--- src/sp2r_pkg.sv ---
package sp2r_pkg;

    localparam int VALUE_W   = 64;
    localparam int FRAC_W    = 52;
    localparam int EXPF_W    = 11;
    localparam int MANT_W    = FRAC_W + 1;
    localparam int TOP_BIT   = 52;
    localparam int EXP_W     = 12;
    localparam int CNT_W     = 5;
    localparam int RUN_W     = 6;
    localparam int BIT_W     = 6;
    localparam int EXP_BIAS  = 1023;
    localparam int MAX_TERMS = 27;

    // datapath operation selected by the current control word
    typedef enum logic [2:0] {
        OP_LOAD,
        OP_PUSH_ZERO,
        OP_SHIFT,
        OP_EMIT_PLUS,
        OP_EMIT_SECOND,
        OP_CLR_RUN,
        OP_PUSH_LAST
    } op_t;

    // jump conditions
    typedef enum logic [2:0] {
        COND_NEVER,
        COND_ALWAYS,
        COND_ZERO_IN,
        COND_RUN_END,
        COND_SCAN_LAST,
        COND_CAP,
        COND_SECOND,
        COND_END
    } cond_t;

    // program addresses
    typedef enum logic [2:0] {
        STEP_IDLE,
        STEP_ZERO,
        STEP_SCAN,
        STEP_EMIT_A,
        STEP_EMIT_B,
        STEP_RESUME,
        STEP_FLUSH
    } step_t;

    typedef struct packed {
        op_t op;
    } ctl_t;

    typedef struct packed {
        logic op_done;
        logic zero_in;
        logic run_end;
        logic scan_last;
        logic cap;
        logic second;
        logic scan_end;
    } status_t;

endpackage

--- src/sp2r_if.sv ---
interface sp2r_in_if;
    logic                             valid;
    logic                             ready;
    logic [sp2r_pkg::VALUE_W-1:0]     value_bits;

    modport source (output valid, output value_bits, input ready);
    modport sink   (input valid, input value_bits, output ready);
endinterface

interface sp2r_out_if;
    logic                             valid;
    logic                             ready;
    logic                             term_valid;
    logic                             term_sign;
    logic signed [sp2r_pkg::EXP_W-1:0] term_exponent;
    logic [sp2r_pkg::CNT_W-1:0]       term_count;
    logic                             last_term;

    modport source (output valid, output term_valid, output term_sign,
                    output term_exponent, output term_count, output last_term,
                    input ready);
    modport sink   (input valid, input term_valid, input term_sign,
                    input term_exponent, input term_count, input last_term,
                    output ready);
endinterface

--- src/sp2r_seq.sv ---
module sp2r_seq
    import sp2r_pkg::*;
(
    input  logic    clk,
    input  logic    rst_n,
    input  status_t status,
    output ctl_t    ctl
);

    typedef struct packed {
        op_t   op;
        cond_t c1;
        step_t t1;
        cond_t c2;
        step_t t2;
        step_t tdef;
    } ucode_t;

    function automatic ucode_t ucode_rom(step_t s);
        ucode_t w;
        unique case (s)
            STEP_IDLE:   w = '{OP_LOAD,        COND_ZERO_IN,   STEP_ZERO,
                               COND_NEVER,     STEP_IDLE,      STEP_SCAN};
            STEP_ZERO:   w = '{OP_PUSH_ZERO,   COND_ALWAYS,    STEP_IDLE,
                               COND_NEVER,     STEP_IDLE,      STEP_IDLE};
            STEP_SCAN:   w = '{OP_SHIFT,       COND_RUN_END,   STEP_EMIT_A,
                               COND_SCAN_LAST, STEP_FLUSH,     STEP_SCAN};
            STEP_EMIT_A: w = '{OP_EMIT_PLUS,   COND_CAP,       STEP_FLUSH,
                               COND_SECOND,    STEP_EMIT_B,    STEP_RESUME};
            STEP_EMIT_B: w = '{OP_EMIT_SECOND, COND_CAP,       STEP_FLUSH,
                               COND_NEVER,     STEP_IDLE,      STEP_RESUME};
            STEP_RESUME: w = '{OP_CLR_RUN,     COND_END,       STEP_FLUSH,
                               COND_NEVER,     STEP_IDLE,      STEP_SCAN};
            STEP_FLUSH:  w = '{OP_PUSH_LAST,   COND_ALWAYS,    STEP_IDLE,
                               COND_NEVER,     STEP_IDLE,      STEP_IDLE};
            default:     w = '{OP_CLR_RUN,     COND_ALWAYS,    STEP_IDLE,
                               COND_NEVER,     STEP_IDLE,      STEP_IDLE};
        endcase
        return w;
    endfunction

    function automatic logic cond_hit(cond_t c, status_t s);
        logic hit;
        unique case (c)
            COND_NEVER:     hit = 1'b0;
            COND_ALWAYS:    hit = 1'b1;
            COND_ZERO_IN:   hit = s.zero_in;
            COND_RUN_END:   hit = s.run_end;
            COND_SCAN_LAST: hit = s.scan_last;
            COND_CAP:       hit = s.cap;
            COND_SECOND:    hit = s.second;
            COND_END:       hit = s.scan_end;
            default:        hit = 1'b0;
        endcase
        return hit;
    endfunction

    step_t  step_reg;
    step_t  step_next;
    ucode_t uc;

    assign uc = ucode_rom(step_reg);

    always_comb
    begin
        step_next = step_reg;
        if (status.op_done)
        begin
            priority if (cond_hit(uc.c1, status))
                step_next = uc.t1;
            else if (cond_hit(uc.c2, status))
                step_next = uc.t2;
            else
                step_next = uc.tdef;
        end
    end

    always_comb
    begin
        ctl.op = uc.op;
    end

    always_ff @(posedge clk or negedge rst_n)
    begin
        if (!rst_n)
            step_reg <= STEP_IDLE;
        else
            step_reg <= step_next;
    end

endmodule

--- src/sp2r_dp.sv ---
module sp2r_dp
    import sp2r_pkg::*;
(
    input  logic       clk,
    input  logic       rst_n,
    sp2r_in_if.sink    in_ch,
    sp2r_out_if.source out_ch,
    input  ctl_t       ctl,
    output status_t    status
);

    logic [MANT_W-1:0] sh_reg,        sh_next;
    logic [BIT_W-1:0]  bit_reg,       bit_next;
    logic [EXP_W-1:0]  ex_reg,        ex_next;
    logic [EXP_W-1:0]  top_reg,       top_next;
    logic              sgn_reg,       sgn_next;
    logic [RUN_W-1:0]  run_reg,       run_next;
    logic [CNT_W-1:0]  cnt_reg,       cnt_next;
    logic              end_reg,       end_next;
    logic              tail_reg,      tail_next;
    logic              pend_vld_reg,  pend_vld_next;
    logic              pend_sign_reg, pend_sign_next;
    logic [EXP_W-1:0]  pend_exp_reg,  pend_exp_next;
    logic [CNT_W-1:0]  pend_cnt_reg,  pend_cnt_next;
    logic              out_vld_reg,   out_vld_next;
    logic              out_tv_reg,    out_tv_next;
    logic              out_sign_reg,  out_sign_next;
    logic [EXP_W-1:0]  out_exp_reg,   out_exp_next;
    logic [CNT_W-1:0]  out_cnt_reg,   out_cnt_next;
    logic              out_last_reg,  out_last_next;

    logic              cur_bit;
    logic              run_gt0;
    logic              big_run;
    logic              out_free;
    logic              emit_ok;
    logic              op_done;
    logic              in_ready;
    logic [EXP_W-1:0]  plus_exp;
    logic [EXP_W-1:0]  sec_exp;
    logic              new_sign;
    logic [EXP_W-1:0]  new_exp;

    assign cur_bit  = sh_reg[MANT_W-1];
    assign run_gt0  = (run_reg != '0);
    assign big_run  = (run_reg >= RUN_W'(3));
    assign out_free = !out_vld_reg || out_ch.ready;
    assign emit_ok  = !pend_vld_reg || out_free;
    // run of three or more: +2^(top+1) and -2^(lowest bit of run);
    // run of two: the second one-bit alone, which lands on the same weight
    assign plus_exp = top_reg + (big_run ? EXP_W'(1) : EXP_W'(0));
    assign sec_exp  = top_reg - EXP_W'(run_reg) + EXP_W'(1);

    always_comb
    begin
        sh_next        = sh_reg;
        bit_next       = bit_reg;
        ex_next        = ex_reg;
        top_next       = top_reg;
        sgn_next       = sgn_reg;
        run_next       = run_reg;
        cnt_next       = cnt_reg;
        end_next       = end_reg;
        tail_next      = tail_reg;
        pend_vld_next  = pend_vld_reg;
        pend_sign_next = pend_sign_reg;
        pend_exp_next  = pend_exp_reg;
        pend_cnt_next  = pend_cnt_reg;
        out_vld_next   = out_ch.ready ? 1'b0 : out_vld_reg;
        out_tv_next    = out_tv_reg;
        out_sign_next  = out_sign_reg;
        out_exp_next   = out_exp_reg;
        out_cnt_next   = out_cnt_reg;
        out_last_next  = out_last_reg;
        op_done        = 1'b1;
        in_ready       = 1'b0;
        new_sign       = sgn_reg;
        new_exp        = plus_exp;

        unique case (ctl.op)
            OP_LOAD:
            begin
                in_ready = 1'b1;
                op_done  = in_ch.valid;
                if (in_ch.valid)
                begin
                    sh_next       = {1'b1, in_ch.value_bits[FRAC_W-1:0]};
                    bit_next      = BIT_W'(TOP_BIT);
                    ex_next       = EXP_W'(in_ch.value_bits[VALUE_W-2 -: EXPF_W])
                                    - EXP_W'(EXP_BIAS);
                    sgn_next      = in_ch.value_bits[VALUE_W-1];
                    run_next      = '0;
                    cnt_next      = '0;
                    end_next      = 1'b0;
                    tail_next     = 1'b0;
                    pend_vld_next = 1'b0;
                end
            end
            OP_PUSH_ZERO:
            begin
                op_done = out_free;
                if (out_free)
                begin
                    out_vld_next  = 1'b1;
                    out_tv_next   = 1'b0;
                    out_sign_next = 1'b0;
                    out_exp_next  = '0;
                    out_cnt_next  = '0;
                    out_last_next = 1'b1;
                end
            end
            OP_SHIFT:
            begin
                sh_next  = {sh_reg[MANT_W-2:0], 1'b0};
                bit_next = bit_reg - BIT_W'(1);
                ex_next  = ex_reg - EXP_W'(1);
                end_next = (bit_reg == '0);
                // a one-bit alone at bit 0 starts nothing
                if (cur_bit && (run_gt0 || bit_reg != '0))
                begin
                    run_next = run_reg + RUN_W'(1);
                    if (!run_gt0)
                        top_next = ex_reg;
                end
                tail_next = cur_bit && run_gt0 && (bit_reg == '0);
            end
            OP_EMIT_PLUS, OP_EMIT_SECOND:
            begin
                if (ctl.op == OP_EMIT_SECOND)
                begin
                    new_sign = big_run ? ~sgn_reg : sgn_reg;
                    new_exp  = sec_exp;
                end
                op_done = emit_ok;
                if (emit_ok)
                begin
                    if (pend_vld_reg)
                    begin
                        out_vld_next  = 1'b1;
                        out_tv_next   = 1'b1;
                        out_sign_next = pend_sign_reg;
                        out_exp_next  = pend_exp_reg;
                        out_cnt_next  = pend_cnt_reg;
                        out_last_next = 1'b0;
                    end
                    pend_vld_next  = 1'b1;
                    pend_sign_next = new_sign;
                    pend_exp_next  = new_exp;
                    pend_cnt_next  = cnt_reg + CNT_W'(1);
                    cnt_next       = cnt_reg + CNT_W'(1);
                end
            end
            OP_CLR_RUN:
            begin
                run_next = '0;
            end
            OP_PUSH_LAST:
            begin
                op_done = out_free;
                if (out_free)
                begin
                    out_vld_next  = 1'b1;
                    out_tv_next   = 1'b1;
                    out_sign_next = pend_sign_reg;
                    out_exp_next  = pend_exp_reg;
                    out_cnt_next  = pend_cnt_reg;
                    out_last_next = 1'b1;
                    pend_vld_next = 1'b0;
                end
            end
            default:
            begin
                op_done = 1'b1;
            end
        endcase
    end

    always_ff @(posedge clk or negedge rst_n)
    begin
        if (!rst_n)
        begin
            run_reg      <= '0;
            cnt_reg      <= '0;
            end_reg      <= 1'b0;
            tail_reg     <= 1'b0;
            pend_vld_reg <= 1'b0;
            out_vld_reg  <= 1'b0;
        end
        else
        begin
            run_reg      <= run_next;
            cnt_reg      <= cnt_next;
            end_reg      <= end_next;
            tail_reg     <= tail_next;
            pend_vld_reg <= pend_vld_next;
            out_vld_reg  <= out_vld_next;
        end
    end

    always_ff @(posedge clk)
    begin
        sh_reg        <= sh_next;
        bit_reg       <= bit_next;
        ex_reg        <= ex_next;
        top_reg       <= top_next;
        sgn_reg       <= sgn_next;
        pend_sign_reg <= pend_sign_next;
        pend_exp_reg  <= pend_exp_next;
        pend_cnt_reg  <= pend_cnt_next;
        out_tv_reg    <= out_tv_next;
        out_sign_reg  <= out_sign_next;
        out_exp_reg   <= out_exp_next;
        out_cnt_reg   <= out_cnt_next;
        out_last_reg  <= out_last_next;
    end

    assign in_ch.ready          = in_ready;
    assign out_ch.valid         = out_vld_reg;
    assign out_ch.term_valid    = out_tv_reg;
    assign out_ch.term_sign     = out_sign_reg;
    assign out_ch.term_exponent = out_exp_reg;
    assign out_ch.term_count    = out_cnt_reg;
    assign out_ch.last_term     = out_last_reg;

    assign status.op_done   = op_done;
    assign status.zero_in   = (in_ch.value_bits == '0);
    assign status.run_end   = run_gt0 && (!cur_bit || bit_reg == '0);
    assign status.scan_last = (bit_reg == '0);
    assign status.cap       = (cnt_reg == CNT_W'(MAX_TERMS - 1));
    assign status.second    = (run_reg >= RUN_W'(2)) && !tail_reg;
    assign status.scan_end  = end_reg;

endmodule

--- src/signed_power_of_two_recoder_core.sv ---
// Recodes the bit pattern of a double into signed power-of-two terms, one
// output item per term, the last marked by last_term. A small microcode
// program steps a datapath that scans the mantissa one bit per cycle from
// bit 52 down to bit 0; each run of ones costs one or two emit steps and
// one resume step, and the last term is held back one item so that it can
// be flagged. The scan ends early when the 27-term limit is reached, and
// the emit and flush steps wait while the output stalls. The all-zero
// pattern gives a single item with no term. One item is worked on at a
// time; input is taken again once the previous item's final term has
// reached the output register.
module signed_power_of_two_recoder_core
    import sp2r_pkg::*;
(
    input  logic       clk,
    input  logic       rst_n,
    sp2r_in_if.sink    in_ch,
    sp2r_out_if.source out_ch
);

    ctl_t    ctl;
    status_t status;

    sp2r_seq u_seq (
        .clk    (clk),
        .rst_n  (rst_n),
        .status (status),
        .ctl    (ctl)
    );

    sp2r_dp u_dp (
        .clk    (clk),
        .rst_n  (rst_n),
        .in_ch  (in_ch),
        .out_ch (out_ch),
        .ctl    (ctl),
        .status (status)
    );

    a_leave_idle: assert property (@(posedge clk) disable iff (!rst_n)
        in_ch.valid && in_ch.ready |=> ctl.op != OP_LOAD)
        else $error("sequencer stayed idle after taking an item");

    a_cap_flush: assert property (@(posedge clk) disable iff (!rst_n)
        (ctl.op == OP_EMIT_PLUS || ctl.op == OP_EMIT_SECOND)
        && status.cap && status.op_done |=> ctl.op == OP_PUSH_LAST)
        else $error("term limit reached without final flush");

    a_zero_item: assert property (@(posedge clk) disable iff (!rst_n)
        out_ch.valid && !out_ch.term_valid
        |-> out_ch.last_term && out_ch.term_count == '0)
        else $error("no-term item not final or with non-zero count");

    a_count_range: assert property (@(posedge clk) disable iff (!rst_n)
        out_ch.valid && out_ch.term_valid
        |-> out_ch.term_count != '0 && out_ch.term_count <= CNT_W'(MAX_TERMS))
        else $error("term count out of range");

endmodule

--- src/flat_wrapper.sv ---
// flat-port wrapper written by rule: the top's interface ports become plain ports
module signed_power_of_two_recoder_core_flat import sp2r_pkg::*;
  (clk, rst_n, in_ch_valid, in_ch_value_bits, in_ch_ready, out_ch_valid, out_ch_term_valid, out_ch_term_sign, out_ch_term_exponent, out_ch_term_count, out_ch_last_term, out_ch_ready);
  sp2r_in_if in_ch_i ();
  sp2r_out_if out_ch_i ();
  input  logic clk;
  input  logic rst_n;
  input wire logic [$bits(in_ch_i.valid)-1:0] in_ch_valid;
  input wire logic [$bits(in_ch_i.value_bits)-1:0] in_ch_value_bits;
  output wire logic [$bits(in_ch_i.ready)-1:0] in_ch_ready;
  output wire logic [$bits(out_ch_i.valid)-1:0] out_ch_valid;
  output wire logic [$bits(out_ch_i.term_valid)-1:0] out_ch_term_valid;
  output wire logic [$bits(out_ch_i.term_sign)-1:0] out_ch_term_sign;
  output wire logic [$bits(out_ch_i.term_exponent)-1:0] out_ch_term_exponent;
  output wire logic [$bits(out_ch_i.term_count)-1:0] out_ch_term_count;
  output wire logic [$bits(out_ch_i.last_term)-1:0] out_ch_last_term;
  input wire logic [$bits(out_ch_i.ready)-1:0] out_ch_ready;
  assign in_ch_i.valid = in_ch_valid;
  assign in_ch_i.value_bits = in_ch_value_bits;
  assign in_ch_ready = in_ch_i.ready;
  assign out_ch_valid = out_ch_i.valid;
  assign out_ch_term_valid = out_ch_i.term_valid;
  assign out_ch_term_sign = out_ch_i.term_sign;
  assign out_ch_term_exponent = out_ch_i.term_exponent;
  assign out_ch_term_count = out_ch_i.term_count;
  assign out_ch_last_term = out_ch_i.last_term;
  assign out_ch_i.ready = out_ch_ready;
  signed_power_of_two_recoder_core u_core (.clk(clk), .rst_n(rst_n), .in_ch(in_ch_i), .out_ch(out_ch_i));
endmodule
--- config.mk ---
export PLATFORM = sky130hd
export DESIGN_NAME = signed_power_of_two_recoder_core_flat
export DESIGN_NICKNAME = d
export VERILOG_FILES = /design/src/sp2r_pkg.sv /design/src/sp2r_if.sv /design/src/sp2r_seq.sv /design/src/sp2r_dp.sv /design/src/signed_power_of_two_recoder_core.sv /design/src/flat_wrapper.sv
export SDC_FILE = /design/constraint.sdc
export NUM_CORES = 1
export LEC_CHECK = 0
export BUFFER_PORTS_ARGS = -buffer_cell sky130_fd_sc_hd__buf_4
export CELL_PAD_IN_SITES_DETAIL_PLACEMENT = 1
export CELL_PAD_IN_SITES_GLOBAL_PLACEMENT = 1
export CORE_ASPECT_RATIO = 0.8
export CORE_MARGIN = 4
export CORE_UTILIZATION = 31
export DETAILED_ROUTE_END_ITERATION = 16
export GPL_TIMING_DRIVEN = 0
export PLACE_DENSITY = 0.56
export SLEW_MARGIN = 15
export SYNTH_ARGS = -nofsm -noshare
export SYNTH_HDL_FRONTEND = slang
export SYNTH_SLANG_ARGS = --single-unit
--- constraint.sdc ---
create_clock -name clk -period 2.45 [get_ports clk]
set_input_delay 0.3675 -clock clk [delete_from_list [all_inputs] [get_ports clk]]
set_output_delay 0.3675 -clock clk [all_outputs]
set_load 0.05 [all_outputs]
==> metrics.csv <==
metric,value,unit
status,"finished, violations left",
violations,setup timing,
synth_nets,814,
drv_cap,0,
synth_largest_area_cell,edfxtp_1,
finalSetupViolations,3,
gp_congestion,0.770,
ir_drop,0.000521,V
syn_area_per_cell,10.4,sq um
r2r_slack,-220,ps
dieArea,0.0263,sq mm
drv_slew,0,
start_util,31.5,%
syn_inst,712,
ant_nets,0,
synth_edf_count,122,
p_per_area,1430,mW/mm^2
crit_fanout,3,
final.setup_skew,10.3,ps
wl,19.6,mm
synth_top_area_share,49.7,%
fin_ws,-217,ps
ctsLongestPathBuffers,2,
ios,90,
crit_path_max_incr_delay,410,ps
crit_type,reg2reg,
slowest_stage,edfxtp_1,
dr.first_iter.drc_count,377,
p_leak,3.82,nW
grt-ovfl-total,0,
start_kind,register,
wire_per_inst,16.8,microns
antenna_found_initial,0,
grt_pass1_wl,31.6,mm
hold_end,u_core.u_dp.sgn_reg,
routed-via-count,5606,
track_usage,14.8,%
synth_area_leaders,"edfxtp_1 50%, nand2_1 11%, dfrtp_1 6.1%",
fin_cells,1170,
h-tree-depth,4,
worstPathCellList,"inv_2, ha_4, inv_2, ha_4, fa_2, a211oi_4, o21ai_2, a311oi_2, xnor2_1, o21ai_1, xor2_1",
cp.required,2600,ps
synth.distinct_cells,63,
crit_path_end_kind,register,
clk_latency,430,ps
clk_pin_slew,60,ps
grt_max_degree,29,
cts_buffers,17,
largest_register_ffs,53,
multiInputGateArea,0.00318,sq mm
die_w,180,microns
power,13.4,mW
drc,0,
seq_area,0.00412,sq mm
drive_gt1_share,22.4,%
min_path_cells,1,
vias_per_cell,4.79,
diodes,0,
dp_hpwl,14.4,mm
fill_cells,2644,
max_freq,375,MHz
rsz0062_at_grt,true,
clock-sinks,140,
hold_start,in_ch_value_bits[63],
area_growth_syn_to_layout,27.4,%
fin_nets,947,
tritoncts,done,
rows,50,
timing.rr.end,u_core.u_dp.pend_exp_reg[11],
yosys_warnings,0,
hold_class,in2reg,
synth_flop_cell,edfxtp_1,
root_buffer,clkbuf_16,
syn-cell-area,0.00738,sq mm
relSlewSlack,62.2,%
yosys_register_bits,140,
post-route-min-period,2670,ps
dp.cells,1116,
hold_viol,0,
port_buffers,89,
coreArea,0.0234,sq mm
min_period_over_period,109,%
worstRegToRegCells,11,
r2r_start,u_core.u_dp.top_reg[1],
grt_pass1_vias,5956,
cp_data_arrival_time,2820,ps
worst_slew_pin_slew,564,ps
first_pass_iters,4,
ys_seq_area_share,55.8,%
synthArstFlopShare,12.9,%
die_y,146,microns
-- cells in the final DEF, fill, tap and decap left out, types with 8 or more instances in the layout --
| cell type | instances |
|---|---|
| inv_1 | 24 |
| nor3_1 | 9 |
| o21ai_0 | 16 |
| nand2_1 | 208 |
| ha_1 | 29 |
| and3_1 | 8 |
| nand3_1 | 18 |
| o21ai_1 | 15 |
| and2_1 | 22 |
| nor2_1 | 28 |
| clkbuf_16 | 17 |
| xor2_1 | 11 |
| a21oi_1 | 19 |
| dfrtp_1 | 16 |
| buf_4 | 106 |
| clkbuf_1 | 18 |
| edfxtp_1 | 122 |
| nor4_1 | 14 |
| xnor2_1 | 29 |
-- kinds of logic (layout without fill, tap and decap cells) --
group                    Yosys count  in the layout  synth area share (%)
AND/OR/NAND/NOR                  349            349                  22.0
XOR/XNOR                          40             40                  4.75
flip-flops                       140            140                  55.8
multiplexers                       3              3                 0.407
buffers and inverters             52            198                  2.76
adder cells (fa/ha/maj)           34             34                  5.87
AO/OA/AOI/OAI                     94             94                  8.45
-- power by group --
part	switching [mW]	leakage [nW]	total, mW	internal, mW
logic	3.79	2.14	6.00	2.21
clock network	1.10	0.284	2.62	1.52
registers	0.553	1.40	4.82	4.27
-- stage by stage --
stage                     setup slack [ps]  util (%)  area, sq um  TNS [ps]  hold slack (ps)
final                                 -217      40.2         9400      -392              180
after global routing                  -355      40.2         9400      -954              152
after CTS                             -221      39.7         9280      -221              150
after detailed placement              -642      36.4         8520     -8630              275
after global placement                -633      36.1         8460    -55240              262
after floorplan                      -48.5         -         7400     -48.5             71.9
-- how the worst max path moves through the flow --
stage	startpoint	to	slack, ps
4_1_cts	u_core.u_dp.top_reg[1]	u_core.u_dp.pend_exp_reg[11]	-220
3_3_place_gp	u_core.u_seq.step_reg[1]	u_core.u_dp.ex_reg[9]	-630
5_1_grt	u_core.u_dp.top_reg[1]	u_core.u_dp.pend_exp_reg[11]	-360
6_report	u_core.u_dp.top_reg[1]	u_core.u_dp.pend_exp_reg[11]	-220
2_1_floorplan	u_core.u_dp.run_reg[1]	u_core.u_dp.pend_exp_reg[11]	-50
3_5_place_dp	u_core.u_seq.step_reg[1]	u_core.u_dp.top_reg[8]	-640
-- routing by layer --
metal  GRT usage (%)  vias up  wire length (microns)  share of wire [%]
li1                -     2765                      -                  -
met1            21.1     2726                   9840                 50
met2            22.1       93                   8690                 44
met3            4.17       22                    778                4.0
met4            4.61        0                    323                1.6
met5               0        -                      0                  0
-- worst max-delay path, delay by kind of cell, from the launching register on --
| kind | cells | cell delay (ps) |
|---|---|---|
| adders and majority gates | 3 | 790 |
| DFF | 1 | 410 |
| AOI/OAI and AO/OA | 4 | 720 |
| xor gates and xnor gates | 2 | 370 |
| buffers and inverters | 2 | 110 |
-- cell type report --
| cell class | instances | area share (%) |
|---|---|---|
| buffer | 22 | 0.972 |
| clock buffer | 18 | 4.57 |
| clock inverter | 14 | 1.68 |
| inverter | 30 | 1.26 |
| multi-input combinational | 520 | 33.8 |
| sequential | 140 | 43.8 |
| tap | 312 | 4.15 |
| timing repair buffer | 113 | 9.69 |
| timing repair inverter | 1 | 0.0532 |
-- synthesized netlist by cell type (2+ instances only) --
| master | n |
|---|---|
| o21ai_1 | 14 |
| or3_4 | 2 |
| a211oi_1 | 4 |
| inv_1 | 28 |
| nand2b_1 | 6 |
| edfxtp_1 | 122 |
| or3_1 | 5 |
| and2_4 | 2 |
| o21ai_0 | 19 |
| nor4_1 | 14 |
| nand2_1 | 208 |
| ha_1 | 33 |
| clkbuf_1 | 17 |
| nor3_1 | 11 |
| a211oi_2 | 2 |
| and3_1 | 8 |
| a41o_1 | 2 |
| nor3_2 | 3 |
| nand3b_1 | 2 |
| xor2_1 | 11 |
| and2_1 | 22 |
| nand3_1 | 18 |
| nor2b_1 | 2 |
| a22o_1 | 3 |
| xnor2_1 | 29 |
| nor2_1 | 30 |
| a21oi_1 | 23 |
| nor3b_1 | 2 |
| mux2i_1 | 3 |
| inv_2 | 2 |
| nand4_1 | 5 |
| a21o_1 | 3 |
| o31a_1 | 3 |
| dfrtp_1 | 18 |
| a31oi_1 | 3 |
| buf_2 | 4 |
| o22ai_1 | 3 |
-- repair_timing --
item	in CTS	in global routing
endpoints found under the setup margin	17	73
endpoints found under the hold margin	18	0
gates cloned	0	1
buffers inserted	11	9
pin swaps	5	11
hold buffers	1	0
gates resized for setup	15	15
No activity file was read; power rests on OpenSTA's default activity.
